[config.mk]
export PLATFORM = sky130hd
export DESIGN_NAME = button_click_event_detector_core_flat
export DESIGN_NICKNAME = d
export VERILOG_FILES = /design/src/rtl/bced_pkg.sv /design/src/rtl/bced_if.sv /design/src/rtl/bced_fsm.sv /design/src/rtl/button_click_event_detector_core.sv /design/src/flat_wrapper.sv
export SDC_FILE = /design/constraint.sdc
export NUM_CORES = 1
export LEC_CHECK = 0
export BUFFER_PORTS_ARGS = -buffer_cell sky130_fd_sc_hd__buf_4
export CORE_AREA = 10 10 152 112
export CTS_BUF_LIST = sky130_fd_sc_hd__clkbuf_8 sky130_fd_sc_hd__clkbuf_16
export CTS_CLUSTER_SIZE = 24
export DETAILED_ROUTE_END_ITERATION = 16
export DIE_AREA = 0 0 162 122
export PLACE_DENSITY_LB_ADDON = 0.25
export REMOVE_ABC_BUFFERS = 1
export SLEW_MARGIN = 20
export SYNTH_ARGS = -nofsm -noshare
export SYNTH_HDL_FRONTEND = slang
export SYNTH_SLANG_ARGS = --single-unit
[constraint.sdc]
create_clock -name clk -period 8.55 [get_ports clk]
set_input_delay 1.71 -clock clk [delete_from_list [all_inputs] [get_ports clk]]
set_output_delay 1.71 -clock clk [all_outputs]
set_load 0.01 [all_outputs]
[src/rtl/bced_pkg.sv]
package bced_pkg;

  localparam int unsigned EV_W    = 7;
  localparam int unsigned TIMER_W = 16;
  localparam int unsigned DIV_W   = 8;
  localparam int unsigned CFG_W   = 16;
  localparam int unsigned CFG_IDX_W = 3;

  // event flag positions
  localparam int unsigned EV_HOLD   = 0;
  localparam int unsigned EV_DOWN   = 1;
  localparam int unsigned EV_UP     = 2;
  localparam int unsigned EV_SINGLE = 3;
  localparam int unsigned EV_DOUBLE = 4;
  localparam int unsigned EV_LONG   = 5;
  localparam int unsigned EV_REPEAT = 6;

  localparam logic [EV_W-1:0] EV_HOLD_ONLY = 7'h01;

  typedef enum logic [1:0] {
    OP_TICK  = 2'd0,
    OP_CHECK = 2'd1,
    OP_CLEAR = 2'd2
  } op_t;

  typedef enum logic [CFG_IDX_W-1:0] {
    CFG_POLARITY   = 3'd0,
    CFG_DEBOUNCE   = 3'd1,
    CFG_HOLD_LIMIT = 3'd2,
    CFG_DOUBLE_WIN = 3'd3,
    CFG_REPEAT     = 3'd4
  } cfg_idx_t;

  typedef enum logic [2:0] {
    MODE_IDLE     = 3'd0,
    MODE_PRESSED  = 3'd1,
    MODE_RELEASED = 3'd2,
    MODE_SECOND   = 3'd3,
    MODE_LONG     = 3'd4
  } mode_t;

  localparam logic [DIV_W-1:0]   RST_DEBOUNCE   = 8'd20;
  localparam logic [TIMER_W-1:0] RST_HOLD_LIMIT = 16'd2000;
  localparam logic [TIMER_W-1:0] RST_DOUBLE_WIN = 16'd250;
  localparam logic [TIMER_W-1:0] RST_REPEAT     = 16'd125;

  typedef struct packed {
    logic               press_low;
    logic [DIV_W-1:0]   debounce;
    logic [TIMER_W-1:0] hold_limit;
    logic [TIMER_W-1:0] double_win;
    logic [TIMER_W-1:0] repeat_ticks;
  } cfg_t;

  typedef struct packed {
    mode_t              mode;
    logic [TIMER_W-1:0] timer;
    logic [DIV_W-1:0]   div;
    logic               last;
    logic [EV_W-1:0]    events;
  } state_t;

endpackage

[src/rtl/bced_if.sv]
interface bced_in_if;
  logic       valid;
  logic       ready;
  logic [1:0] operation;
  logic       pin_level;
  logic [6:0] event_mask;

  modport source (output valid, operation, pin_level, event_mask, input ready);
  modport sink (input valid, operation, pin_level, event_mask, output ready);
endinterface

interface bced_out_if;
  logic       valid;
  logic       ready;
  logic       matched;
  logic [6:0] flags_now;
  logic       pressed;
  logic       logic_level;

  modport source (output valid, matched, flags_now, pressed, logic_level, input ready);
  modport sink (input valid, matched, flags_now, pressed, logic_level, output ready);
endinterface

[src/rtl/bced_fsm.sv]
module bced_fsm (
  input  bced_pkg::cfg_t   cfg,
  input  bced_pkg::state_t cur,
  input  logic             lvl,
  output bced_pkg::state_t nxt
);

  logic [bced_pkg::TIMER_W-1:0] t_dec;
  logic [bced_pkg::DIV_W-1:0]   div_inc;
  logic                         run;
  logic                         t_zero;
  bced_pkg::mode_t              mode_nxt;

  assign t_dec   = (cur.timer != '0) ? cur.timer - 1'b1 : '0;
  assign div_inc = cur.div + 1'b1;
  assign run     = (div_inc >= cfg.debounce);
  assign t_zero  = (t_dec == '0);

  // next mode
  always_comb begin
    mode_nxt = cur.mode;
    if (run) begin
      unique case (cur.mode)
        bced_pkg::MODE_IDLE: begin
          if (lvl) mode_nxt = bced_pkg::MODE_PRESSED;
        end
        bced_pkg::MODE_PRESSED: begin
          if (!lvl) mode_nxt = bced_pkg::MODE_RELEASED;
          else if (t_zero) mode_nxt = bced_pkg::MODE_LONG;
        end
        bced_pkg::MODE_RELEASED: begin
          if (lvl) mode_nxt = bced_pkg::MODE_SECOND;
          else if (t_zero) mode_nxt = bced_pkg::MODE_IDLE;
        end
        bced_pkg::MODE_SECOND: begin
          if (!lvl) mode_nxt = bced_pkg::MODE_IDLE;
        end
        bced_pkg::MODE_LONG: begin
          if (!lvl) mode_nxt = bced_pkg::MODE_IDLE;
        end
        default: mode_nxt = bced_pkg::MODE_IDLE;
      endcase
    end
  end

  // timer, divider and flags
  always_comb begin
    nxt       = cur;
    nxt.mode  = mode_nxt;
    nxt.timer = t_dec;
    nxt.div   = div_inc;
    if (run) begin
      nxt.div  = '0;
      nxt.last = lvl;
      nxt.events[bced_pkg::EV_HOLD] = lvl;
      if (lvl && !cur.last) nxt.events[bced_pkg::EV_DOWN] = 1'b1;
      if (!lvl && cur.last) nxt.events[bced_pkg::EV_UP] = 1'b1;
      unique case (cur.mode)
        bced_pkg::MODE_IDLE: begin
          if (lvl) nxt.timer = cfg.hold_limit;
        end
        bced_pkg::MODE_PRESSED: begin
          if (!lvl) begin
            nxt.timer = cfg.double_win;
          end else if (t_zero) begin
            nxt.timer = cfg.repeat_ticks;
            nxt.events[bced_pkg::EV_LONG] = 1'b1;
          end
        end
        bced_pkg::MODE_RELEASED: begin
          if (!lvl && t_zero) nxt.events[bced_pkg::EV_SINGLE] = 1'b1;
        end
        bced_pkg::MODE_SECOND: begin
          if (!lvl) nxt.events[bced_pkg::EV_DOUBLE] = 1'b1;
        end
        bced_pkg::MODE_LONG: begin
          nxt.events[bced_pkg::EV_LONG] = 1'b1;
          if (lvl && t_zero) begin
            nxt.timer = cfg.repeat_ticks;
            nxt.events[bced_pkg::EV_REPEAT] = 1'b1;
          end
        end
        default: ;
      endcase
    end
  end

endmodule

[src/rtl/button_click_event_detector_core.sv]
// Path: an accepted item goes through the input register, then the result register.
// Throughput: one item per cycle while the result register is not stalled; a stalled
//   result register still lets one more item into the input register.
// Reset: rst_n is synchronous and active low; it empties both registers, returns the
//   machine to idle with timer, divider, last level and flags at zero, and loads the
//   timing registers with their defaults (active low, 20, 2000, 250, 125).
module button_click_event_detector_core (
  input  logic                            clk,
  input  logic                            rst_n,
  bced_in_if.sink                         in_chan,
  bced_out_if.source                      out_chan,
  input  logic                            cfg_we,
  input  logic [bced_pkg::CFG_IDX_W-1:0]  cfg_index,
  input  logic [bced_pkg::CFG_W-1:0]      cfg_data
);

  // Configuration registers
  bced_pkg::cfg_t cfg_r;

  always_ff @(posedge clk) begin
    if (!rst_n) begin
      cfg_r.press_low    <= 1'b1;
      cfg_r.debounce     <= bced_pkg::RST_DEBOUNCE;
      cfg_r.hold_limit   <= bced_pkg::RST_HOLD_LIMIT;
      cfg_r.double_win   <= bced_pkg::RST_DOUBLE_WIN;
      cfg_r.repeat_ticks <= bced_pkg::RST_REPEAT;
    end else if (cfg_we) begin
      // indexes past the list are dropped
      unique case (bced_pkg::cfg_idx_t'(cfg_index))
        bced_pkg::CFG_POLARITY:   cfg_r.press_low    <= cfg_data[0];
        bced_pkg::CFG_DEBOUNCE:   cfg_r.debounce     <= cfg_data[bced_pkg::DIV_W-1:0];
        bced_pkg::CFG_HOLD_LIMIT: cfg_r.hold_limit   <= cfg_data;
        bced_pkg::CFG_DOUBLE_WIN: cfg_r.double_win   <= cfg_data;
        bced_pkg::CFG_REPEAT:     cfg_r.repeat_ticks <= cfg_data;
        default: ;
      endcase
    end
  end

  // Input register: holds one item; it moves on whenever the result register can
  // take a new value, so the block can accept one more item while a result waits.
  logic                       s1_v_r;
  logic [1:0]                 s1_op_r;
  logic                       s1_pin_r;
  logic [bced_pkg::EV_W-1:0]  s1_mask_r;

  logic adv;   // result register loads this cycle
  logic proc;  // the held item is processed and retired into the result register

  assign adv            = !out_chan.valid || out_chan.ready;
  assign proc           = s1_v_r && adv;
  assign in_chan.ready  = !s1_v_r || adv;

  always_ff @(posedge clk) begin
    if (!rst_n) begin
      s1_v_r <= 1'b0;
    end else if (in_chan.ready) begin
      s1_v_r <= in_chan.valid;
    end
  end

  always_ff @(posedge clk) begin
    if (in_chan.valid && in_chan.ready) begin
      s1_op_r   <= in_chan.operation;
      s1_pin_r  <= in_chan.pin_level;
      s1_mask_r <= in_chan.event_mask;
    end
  end

  // Machine state, updated exactly once per processed item so that the next item
  // in the input register always sees the result of the one before it.
  bced_pkg::state_t st_r, st_nxt, tick_nxt;
  logic             lvl;
  logic             matched_nxt;

  assign lvl = cfg_r.press_low ? ~s1_pin_r : s1_pin_r;

  bced_fsm u_fsm (
    .cfg (cfg_r),
    .cur (st_r),
    .lvl (lvl),
    .nxt (tick_nxt)
  );

  always_comb begin
    st_nxt      = st_r;
    matched_nxt = 1'b0;
    unique case (bced_pkg::op_t'(s1_op_r))
      bced_pkg::OP_TICK: st_nxt = tick_nxt;
      bced_pkg::OP_CHECK: begin
        matched_nxt = |(st_r.events & s1_mask_r);
        // a query of the hold bit alone leaves everything set
        if (matched_nxt && s1_mask_r != bced_pkg::EV_HOLD_ONLY) begin
          st_nxt.events = st_r.events & ~s1_mask_r;
        end
      end
      bced_pkg::OP_CLEAR: st_nxt.events = '0;
      default: ;  // unused code: report flags, change nothing
    endcase
  end

  always_ff @(posedge clk) begin
    if (!rst_n) begin
      st_r.mode   <= bced_pkg::MODE_IDLE;
      st_r.timer  <= '0;
      st_r.div    <= '0;
      st_r.last   <= 1'b0;
      st_r.events <= '0;
    end else if (proc) begin
      st_r <= st_nxt;
    end
  end

  // Result register
  logic                      out_v_r;
  logic                      out_matched_r;
  logic [bced_pkg::EV_W-1:0] out_flags_r;
  logic                      out_level_r;

  always_ff @(posedge clk) begin
    if (!rst_n) begin
      out_v_r <= 1'b0;
    end else if (adv) begin
      out_v_r <= s1_v_r;
    end
  end

  always_ff @(posedge clk) begin
    if (proc) begin
      out_matched_r <= matched_nxt;
      out_flags_r   <= st_nxt.events;
      out_level_r   <= lvl;
    end
  end

  assign out_chan.valid       = out_v_r;
  assign out_chan.matched     = out_matched_r;
  assign out_chan.flags_now   = out_flags_r;
  assign out_chan.pressed     = out_flags_r[bced_pkg::EV_HOLD];
  assign out_chan.logic_level = out_level_r;

  // Only a check item may report a match
  a_match_only_check: assert property (@(posedge clk) disable iff (!rst_n)
    (proc && s1_op_r != bced_pkg::OP_CHECK) |=> !out_matched_r)
    else $error("match reported for a non-check item");

  // A clear item always returns an empty flag set
  a_clear_empties: assert property (@(posedge clk) disable iff (!rst_n)
    (proc && s1_op_r == bced_pkg::OP_CLEAR) |=> (out_flags_r == '0))
    else $error("clear item left flags set");

  // Leaving idle for pressed happens only with the key seen held
  a_press_sets_hold: assert property (@(posedge clk) disable iff (!rst_n)
    (st_r.mode == bced_pkg::MODE_PRESSED && $past(st_r.mode) == bced_pkg::MODE_IDLE)
      |-> st_r.events[bced_pkg::EV_HOLD])
    else $error("pressed entered without hold flag");

  // State moves only when an item is retired
  a_state_idle_stable: assert property (@(posedge clk) disable iff (!rst_n)
    (!proc) |=> $stable(st_r))
    else $error("state changed without an item");

  // An empty input register never blocks the input side
  a_ready_when_empty: assert property (@(posedge clk) disable iff (!rst_n)
    (!s1_v_r) |-> in_chan.ready)
    else $error("input stalled with empty input register");

endmodule

[src/flat_wrapper.sv]
// flat-port wrapper written by rule: the top's interface ports become plain ports
module button_click_event_detector_core_flat 
  (clk, rst_n, cfg_we, cfg_index, cfg_data, in_chan_valid, in_chan_operation, in_chan_pin_level, in_chan_event_mask, in_chan_ready, out_chan_valid, out_chan_matched, out_chan_flags_now, out_chan_pressed, out_chan_logic_level, out_chan_ready);
  bced_in_if in_chan_i ();
  bced_out_if out_chan_i ();
  input  logic clk;
  input  logic rst_n;
  input  logic cfg_we;
  input  logic [bced_pkg::CFG_IDX_W-1:0] cfg_index;
  input  logic [bced_pkg::CFG_W-1:0] cfg_data;
  input wire logic [$bits(in_chan_i.valid)-1:0] in_chan_valid;
  input wire logic [$bits(in_chan_i.operation)-1:0] in_chan_operation;
  input wire logic [$bits(in_chan_i.pin_level)-1:0] in_chan_pin_level;
  input wire logic [$bits(in_chan_i.event_mask)-1:0] in_chan_event_mask;
  output wire logic [$bits(in_chan_i.ready)-1:0] in_chan_ready;
  output wire logic [$bits(out_chan_i.valid)-1:0] out_chan_valid;
  output wire logic [$bits(out_chan_i.matched)-1:0] out_chan_matched;
  output wire logic [$bits(out_chan_i.flags_now)-1:0] out_chan_flags_now;
  output wire logic [$bits(out_chan_i.pressed)-1:0] out_chan_pressed;
  output wire logic [$bits(out_chan_i.logic_level)-1:0] out_chan_logic_level;
  input wire logic [$bits(out_chan_i.ready)-1:0] out_chan_ready;
  assign in_chan_i.valid = in_chan_valid;
  assign in_chan_i.operation = in_chan_operation;
  assign in_chan_i.pin_level = in_chan_pin_level;
  assign in_chan_i.event_mask = in_chan_event_mask;
  assign in_chan_ready = in_chan_i.ready;
  assign out_chan_valid = out_chan_i.valid;
  assign out_chan_matched = out_chan_i.matched;
  assign out_chan_flags_now = out_chan_i.flags_now;
  assign out_chan_pressed = out_chan_i.pressed;
  assign out_chan_logic_level = out_chan_i.logic_level;
  assign out_chan_i.ready = out_chan_ready;
  button_click_event_detector_core u_core (.clk(clk), .rst_n(rst_n), .in_chan(in_chan_i), .out_chan(out_chan_i), .cfg_we(cfg_we), .cfg_index(cfg_index), .cfg_data(cfg_data));
endmodule
==> metrics.csv, run 1 <==
stage,metric,value,unit
run_status,status,completed,
logic_synthesis,netlist_area,6190,um2
critical_path,crit_chain,buf_4 > nor2b_1 > nand2_1 > buf_4,
finish,syn_to_final_growth,15.3,%
logic_synthesis,synthFlopType,dfxtp_1,
clock_tree,cts_buffer_depth,2,
clock_tree,h-tree-depth,4,
logic_synthesis,ys_warn_count,0,
power,max-vdd-ir-drop,0.181,mV
global_route,grt_pass1_wl,29800,um
sta,tightestPinTransition,896,ps
floorplan,rows,37,
finish,final_cell_mix,"167 x nand2_1, 94 x dfxtp_1, 51 x buf_4, 43 x nor2_1, 38 x a21boi_0",
logic_synthesis,synth_edf_count,19,
critical_path,crit_fanout,4,
clock_tree,clk_pin_slew,50,ps
critical_path,critPathMaxStageDelay,200,ps
clock_tree,holdBufCountCts,0,
sta,skew,7.25,ps
sta,fin_tns_setup,0,ps
logic_synthesis,yosysUniqueCellTypes,73,
finish,fillCellCount,1391,
global_route,antenna_found_initial,0,
power,power_leakage,0.00269,uW
finish,post-route-util,50.0,%
clock_tree,cts_root_buf,clkbuf_16,
floorplan,core_area,14300,um2
sta,rsz0062_at_grt,no,
finish,final_common_cell,nand2_1,
route,drc,0,
clock_tree,clk_latency,410,ps
min_path,hold_class,reg2reg,
place,portBuffers,45,
floorplan,start_util,43.4,%
clock_tree,cts.sinks,113,
sta,hold_viol,0,
floorplan,fp.dieH,122,um
sta,setup_viol,0,
clock_tree,cts_buffers,17,
clock_tree,post_cts_buffers,0,
route,via_per_inst,6.00,
finish,fin_nets,824,
run,maxCapViolCount,0,
sta,holdWs,471,ps
place,place.gp.congestion,0.978,
place,dp_hpwl,12800,um
finish,antennaDiodeCount,0,
global_route,grt_pass1_vias,5677,
critical_path,cp_common_cell,buf_4,
route,routed_wl,18500,um
sta,relSlewSlack,40.3,%
logic_synthesis,avgSynthCellArea,8.09,um2
logic_synthesis,async_flop_share,0,%
critical_path,arrival,2270,ps
floorplan,num_io_pins,46,
logic_synthesis,synthCells,765,
sta,final-max-slew-violation-count,0,
critical_path,required,6840,ps
clock_tree,cts_resized,0,
global_route,grt-ovfl-total,0,
route,first_pass_iters,5,
clock_tree,tritoncts,done,
logic_synthesis,yosysSeqAreaShare,39.6,%
critical_path,endpoint_kind,output pin,
critical_path,cpMaxStageDelayCell,nor2b_1,
sta,period_share,46.6,%
route,dr.first_iter.drc_count,770,
route,drtAntennaViolNets,0,
floorplan,die_w,162,um
route,vias,5926,
route,wl_per_cell,18.7,um
global_route,grt_max_degree,94,
sta,period_needed,3980,ps
sta,max_freq,0.251,GHz
logic_synthesis,ys_ff_latch,113,
critical_path,start_kind,input pin,
floorplan,die_area,19800,um2
global_route,track_usage,18.8,%
finish,layout-drive-gt1-share,12.8,%
critical_path,crit_type,in2out,
power,power.density,202,nW/um2
-- cell type report --
cell class / count / area (um2) / share of cell area [%]
Inverter: 19 / 71.3 / 1.00
Clock inverter: 15 / 133 / 1.86
Timing Repair Buffer: 51 / 383 / 5.37
Sequential cell: 113 / 2450 / 34.4
Clock buffer: 17 / 425 / 5.96
Multi-Input combinational cell: 577 / 3430 / 48.0
Tap cell: 195 / 244 / 3.42
-- state kept, by name (all words and copies together), names as in the netlist --
signal	cells
u_core.out_chan.logic_level	1
u_core.s1_mask_r	7
u_core.out_chan.matched	1
u_core.cfg_r	57
u_core.out_chan.valid	1
u_core.s1_op_r	2
u_core.st_r	35
u_core.s1_v_r	1
u_core.out_chan.flags_now	7
u_core.s1_pin_r	1
-- critical path, delay by kind of cell --
family        cells  cell delay [ps]
simple gates      2              300
buf+inv           2              260
-- worst paths after layout --
path | start | end | slack, ps | depth (start not counted)
hold reg to reg | u_core.cfg_r[35] | u_core.cfg_r[35] | 470 | 2
setup / recovery | out_chan_ready | in_chan_ready | 4570 | 4
setup reg to reg | u_core.st_r[16] | u_core.st_r[24] | 4810 | 10
hold / removal | u_core.cfg_r[35] | u_core.cfg_r[35] | 470 | 2
-- routing by layer --
| layer | global-route usage, % | vias up | share of wire [%] |
|---|---|---|---|
| li1 | - | 2774 | - |
| met1 | 26.7 | 2795 | 47 |
| met2 | 27.0 | 324 | 41 |
| met3 | 4.85 | 33 | 9.7 |
| met4 | 6.29 | 0 | 1.6 |
| met5 | 0 | - | 0 |
-- cells by family after synthesis --
logic type / share of synthesized area [%]
buffers and inverters: 5.14
adder cells (fa/ha/maj): 2.22
XOR/XNOR: 3.11
AND/OR/NAND/NOR: 26.5
flip-flops: 39.6
multiplexers: 0.506
AO/OA/AOI/OAI: 22.8
-- report_power, final --
part / internal (uW) / total (uW) / switching (uW)
sequential: 557 / 576 / 18.4
combinational: 68.2 / 194 / 125
clock: 401 / 670 / 269
-- through the flow --
step	cell area (um2)	cells	setup slack, ps	total power (uW)
after detailed placement	6580	955	4290	772
after CTS	7130	987	4550	1440
final	7130	987	4570	1440
after global routing	7130	987	4490	1490
after global placement	6580	955	4450	769
after floorplan	5940	709	3650	700
-- synth_stat cells, types with 3 or more instances --
cell type  instances  area [um2]
nand2_1          167         627
dfxtp_1           94        1880
clkbuf_1          43         161
nor2_1            43         161
a21boi_0          38         285
nand3_1           37         185
a21oi_1           31         155
o21ai_0           28         140
o211ai_1          23         173
edfxtp_1          19         571
inv_1             18        67.6
nor3_1            17        85.1
xor2_1            14         123
a22oi_1           12        90.1
ha_1              11         138
a211oi_1           9        67.6
a31oi_1            8        50.1
and2_1             8        50.1
and3_1             8        50.1
nand4_1            8        50.1
nor2b_1            8        50.1
xnor2_1            8        70.1
nor4_1             7        43.8
a222oi_1           6        60.1
nand2b_1           6        37.5
o21a_1             6        45.0
buf_2              5        25.0
buf_4              4        30.0
o221ai_1           4        35.0
o22ai_1            4        25.0
a311oi_1           3        26.3
and4_1             3        26.3
nand3b_1           3        22.5
nand4b_1           3        26.3
nor3b_1            3        22.5
nor4b_1            3        26.3
o21ai_1            3        15.0
or3_1              3        18.8
Power figures use the tool's default switching activity.
==> run 2, diff against run 1 <==
==> constraint.sdc (replaced) <==
create_clock -name clk -period 3.74 [get_ports clk]
set_input_delay 0.748 -clock clk [delete_from_list [all_inputs] [get_ports clk]]
set_output_delay 0.748 -clock clk [all_outputs]
set_load 0.01 [all_outputs]
==> run 2 against run 1 <==
Worst hold slack improved by 0.57 ps. Highest routed layer unchanged. Clock power rose by 130%. Critical endpoint is now u_core.st_r[28]. Sequential power rose by 130%. Combinational power rose by 130%. Clock skew rose by 5.9 ps. First-iteration DRC count fell by 18%. Worst setup slack lost 4300 ps.
==> metrics.csv, run 2 (synthesized netlist as in run 1, its figures left out) <==
stage,metric,value,unit,change
clock_tree,cts.sinks,113,,unchanged
clock_tree,clk_latency,410,ps,about the same
floorplan,die_area,19800,um2,unchanged
floorplan,rows,37,,unchanged
min_path,hold_class,reg2reg,,unchanged
sta,final-max-slew-violation-count,0,,unchanged
floorplan,fp.dieH,122,um,unchanged
finish,layout-drive-gt1-share,13.5,%,was 12.8%
power,p_sw_share,26.8,%,was 28.7%
critical_path,crit_fanout,8,,was 4
place,dp_hpwl,13100,um,was 12800 um
sta,tightestPinTransition,866,ps,was 896 ps
global_route,antenna_found_initial,0,,unchanged
finish,reg_top3,"u_core.cfg_r (57), u_core.st_r (35)",,unchanged
clock_tree,h-tree-depth,4,,unchanged
finish,top_register,u_core.cfg_r,,unchanged
route,drc,0,,unchanged
floorplan,die_w,162,um,unchanged
route,wl_met2,7560,um,was 7650 um
finish,design_area,7210,um2,was 7130 um2
critical_path,endpoint_kind,flop,,was output pin
power,p_clk_share,46.8,%,was 46.5%
sta,period_share,94.1,%,
power,power.density,461,nW/um2,was 202 nW/um2
route,dr.first_iter.drc_count,631,,was 770
critical_path,start_kind,flop,,was input pin
power,power_leakage,0.00276,uW,was 0.00269 uW
power,p_int,2440,uW,was 1030 uW
clock_tree,cts_root_buf,clkbuf_16,,unchanged
finish,final_common_cell,nand2_1,,unchanged
power,switchingPower,893,uW,was 413 uW
sta,fin_ws,222,ps,was 4570 ps
place,postPlaceCellArea,6630,um2,was 6580 um2
critical_path,required,4030,ps,was 6840 ps
critical_path,crit_start,u_core.st_r[8],,was out_chan_ready
sta,relSlewSlack,42.3,%,was 40.3%
power,max-vdd-ir-drop,0.319,mV,was 0.181 mV
sta,max_freq,0.284,GHz,
min_path,min_from,u_core.cfg_r[49],,was u_core.cfg_r[35]
floorplan,start_util,43.4,%,unchanged
place,placed_cells,962,,was 955
sta,skew,13.2,ps,was 7.25 ps
floorplan,num_io_pins,46,,unchanged
power,p_comb_share,13.7,%,was 13.5%
route,first_pass_iters,5,,unchanged
finish,antennaDiodeCount,0,,unchanged
finish,final_cell_mix,"167 x nand2_1, 94 x dfxtp_1, 58 x buf_4, 43 x nor2_1, 38 x a21boi_0",,"was 167 x nand2_1, 94 x dfxtp_1, 51 x buf_4, 43 x nor2_1, 38 x a21boi_0"
route,highest_layer,met4,,unchanged
finish,fin_nets,831,,was 824
finish,syn_to_final_growth,16.6,%,was 15.3%
run,maxCapViolCount,0,,unchanged
critical_path,crit-reg2reg-launch,u_core.st_r[8],,was u_core.st_r[16]
route,vias,5835,,was 5926
clock_tree,cts_buffers,17,,unchanged
sta,rsz0062_at_grt,no,,unchanged
place,portBuffers,45,,unchanged
route,wl_per_cell,18.5,um,was 18.7 um
route,routed_wl,18300,um,was 18500 um
clock_tree,cts_buffer_depth,2,,unchanged
critical_path,r2r_setup_slack,220,ps,was 4810 ps
power,total_power,3330,uW,was 1440 uW
sta,holdWs,472,ps,was 471 ps
route,via_per_inst,5.87,,was 6.00
route,met3WireLength,1630,um,was 1800 um
global_route,grt_max_degree,94,,unchanged
sta,hold_viol,0,,unchanged
run_status,status,completed,,unchanged
place,pre_cts_ws,395,ps,was 4290 ps
finish,fin_cells,994,,was 987
finish,largest_register_ffs,57,,unchanged
global_route,grt_pass1_vias,5395,,was 5677
floorplan,core_area,14300,um2,unchanged
clock_tree,tritoncts,done,,unchanged
sta,period_needed,3520,ps,
global_route,track_usage,18.7,%,was 18.8%
global_route,grt-ovfl-total,0,,unchanged
route,drtAntennaViolNets,0,,unchanged
clock_tree,clk_pin_slew,50,ps,about the same
critical_path,arrival,3810,ps,was 2270 ps
critical_path,crit_type,reg2reg,,was in2out
sta,setup_viol,0,,unchanged
global_route,grt_pass1_wl,29500,um,was 29800 um
power,p_seq_share,39.5,%,was 40.0%
place,place.gp.congestion,0.934,,was 0.978
route,wl_met1,8960,um,was 8740 um
## run 2: changes by cell type in the layout (fill, tap and decap cells not counted), moves of 3 or more
cell / before / now
buf_4: 51 / 58
clkbuf_8: 0 / 3
clkinvlp_4: 5 / 2
inv_1: 18 / 21
inv_6: 5 / 0
## run 2: repair_timing
item	CTS	global route
setup endpoints to repair	0	3
setup buffers	0	0
gates resized for setup	0	1
hold buffers	0	0
## run 2: cell type report
class                           instances  area, um2
Inverter                               19       71.3
Fill cell                            1425       7050
Clock buffer                           21        492
Sequential cell                       113       2450
Tap cell                              195        244
Multi-Input combinational cell        577       3430
Clock inverter                         11       86.3
Timing Repair Buffer                   58        435
## run 2: power groups by stage
stage | clock [uW] | sequential [uW] | combinational, uW
final | 1560 | 1320 | 455
after global routing | 1640 | 1320 | 501
after CTS | 1580 | 1310 | 445
after detailed placement | 0 | 1340 | 442
after global placement | 0 | 1340 | 437
after floorplan | 0 | 1330 | 274
## run 2: worst paths after layout
path	depth (start not counted)	end
max	13	u_core.st_r[28]
min	2	u_core.cfg_r[49]
max reg2reg	13	u_core.st_r[28]
min reg2reg	2	u_core.cfg_r[49]
## run 2: per-stage QoR
stage | TNS, ps | utilization, %
6_report | 0 | 50.6
3_5_place_dp | 0 | 46.5
3_3_place_gp | 0 | 46.5
4_1_cts | 0 | 50.5
5_1_grt | 0 | 50.6
2_1_floorplan | -952 | -
## run 2: routing by layer
layer | up-vias | GRT usage [%]
met1 | 2771 | 27.8
met5 | - | 0
li1 | 2798 | -
met2 | 248 | 24.9
met4 | 0 | 5.95
met3 | 18 | 5.46
## run 2: critical path, cell delays in order (launching register included)
cell and delay, ps:
dfxtp_1 340, ha_1 260, and3_1 230, and3_1 210, xor2_1 150, ha_1 220
a2111oi_0 440, nand2_1 100, a21oi_1 310, nor2_1 180, o21ai_1 380, nand2_1 240
o221ai_1 230, o22ai_1 120
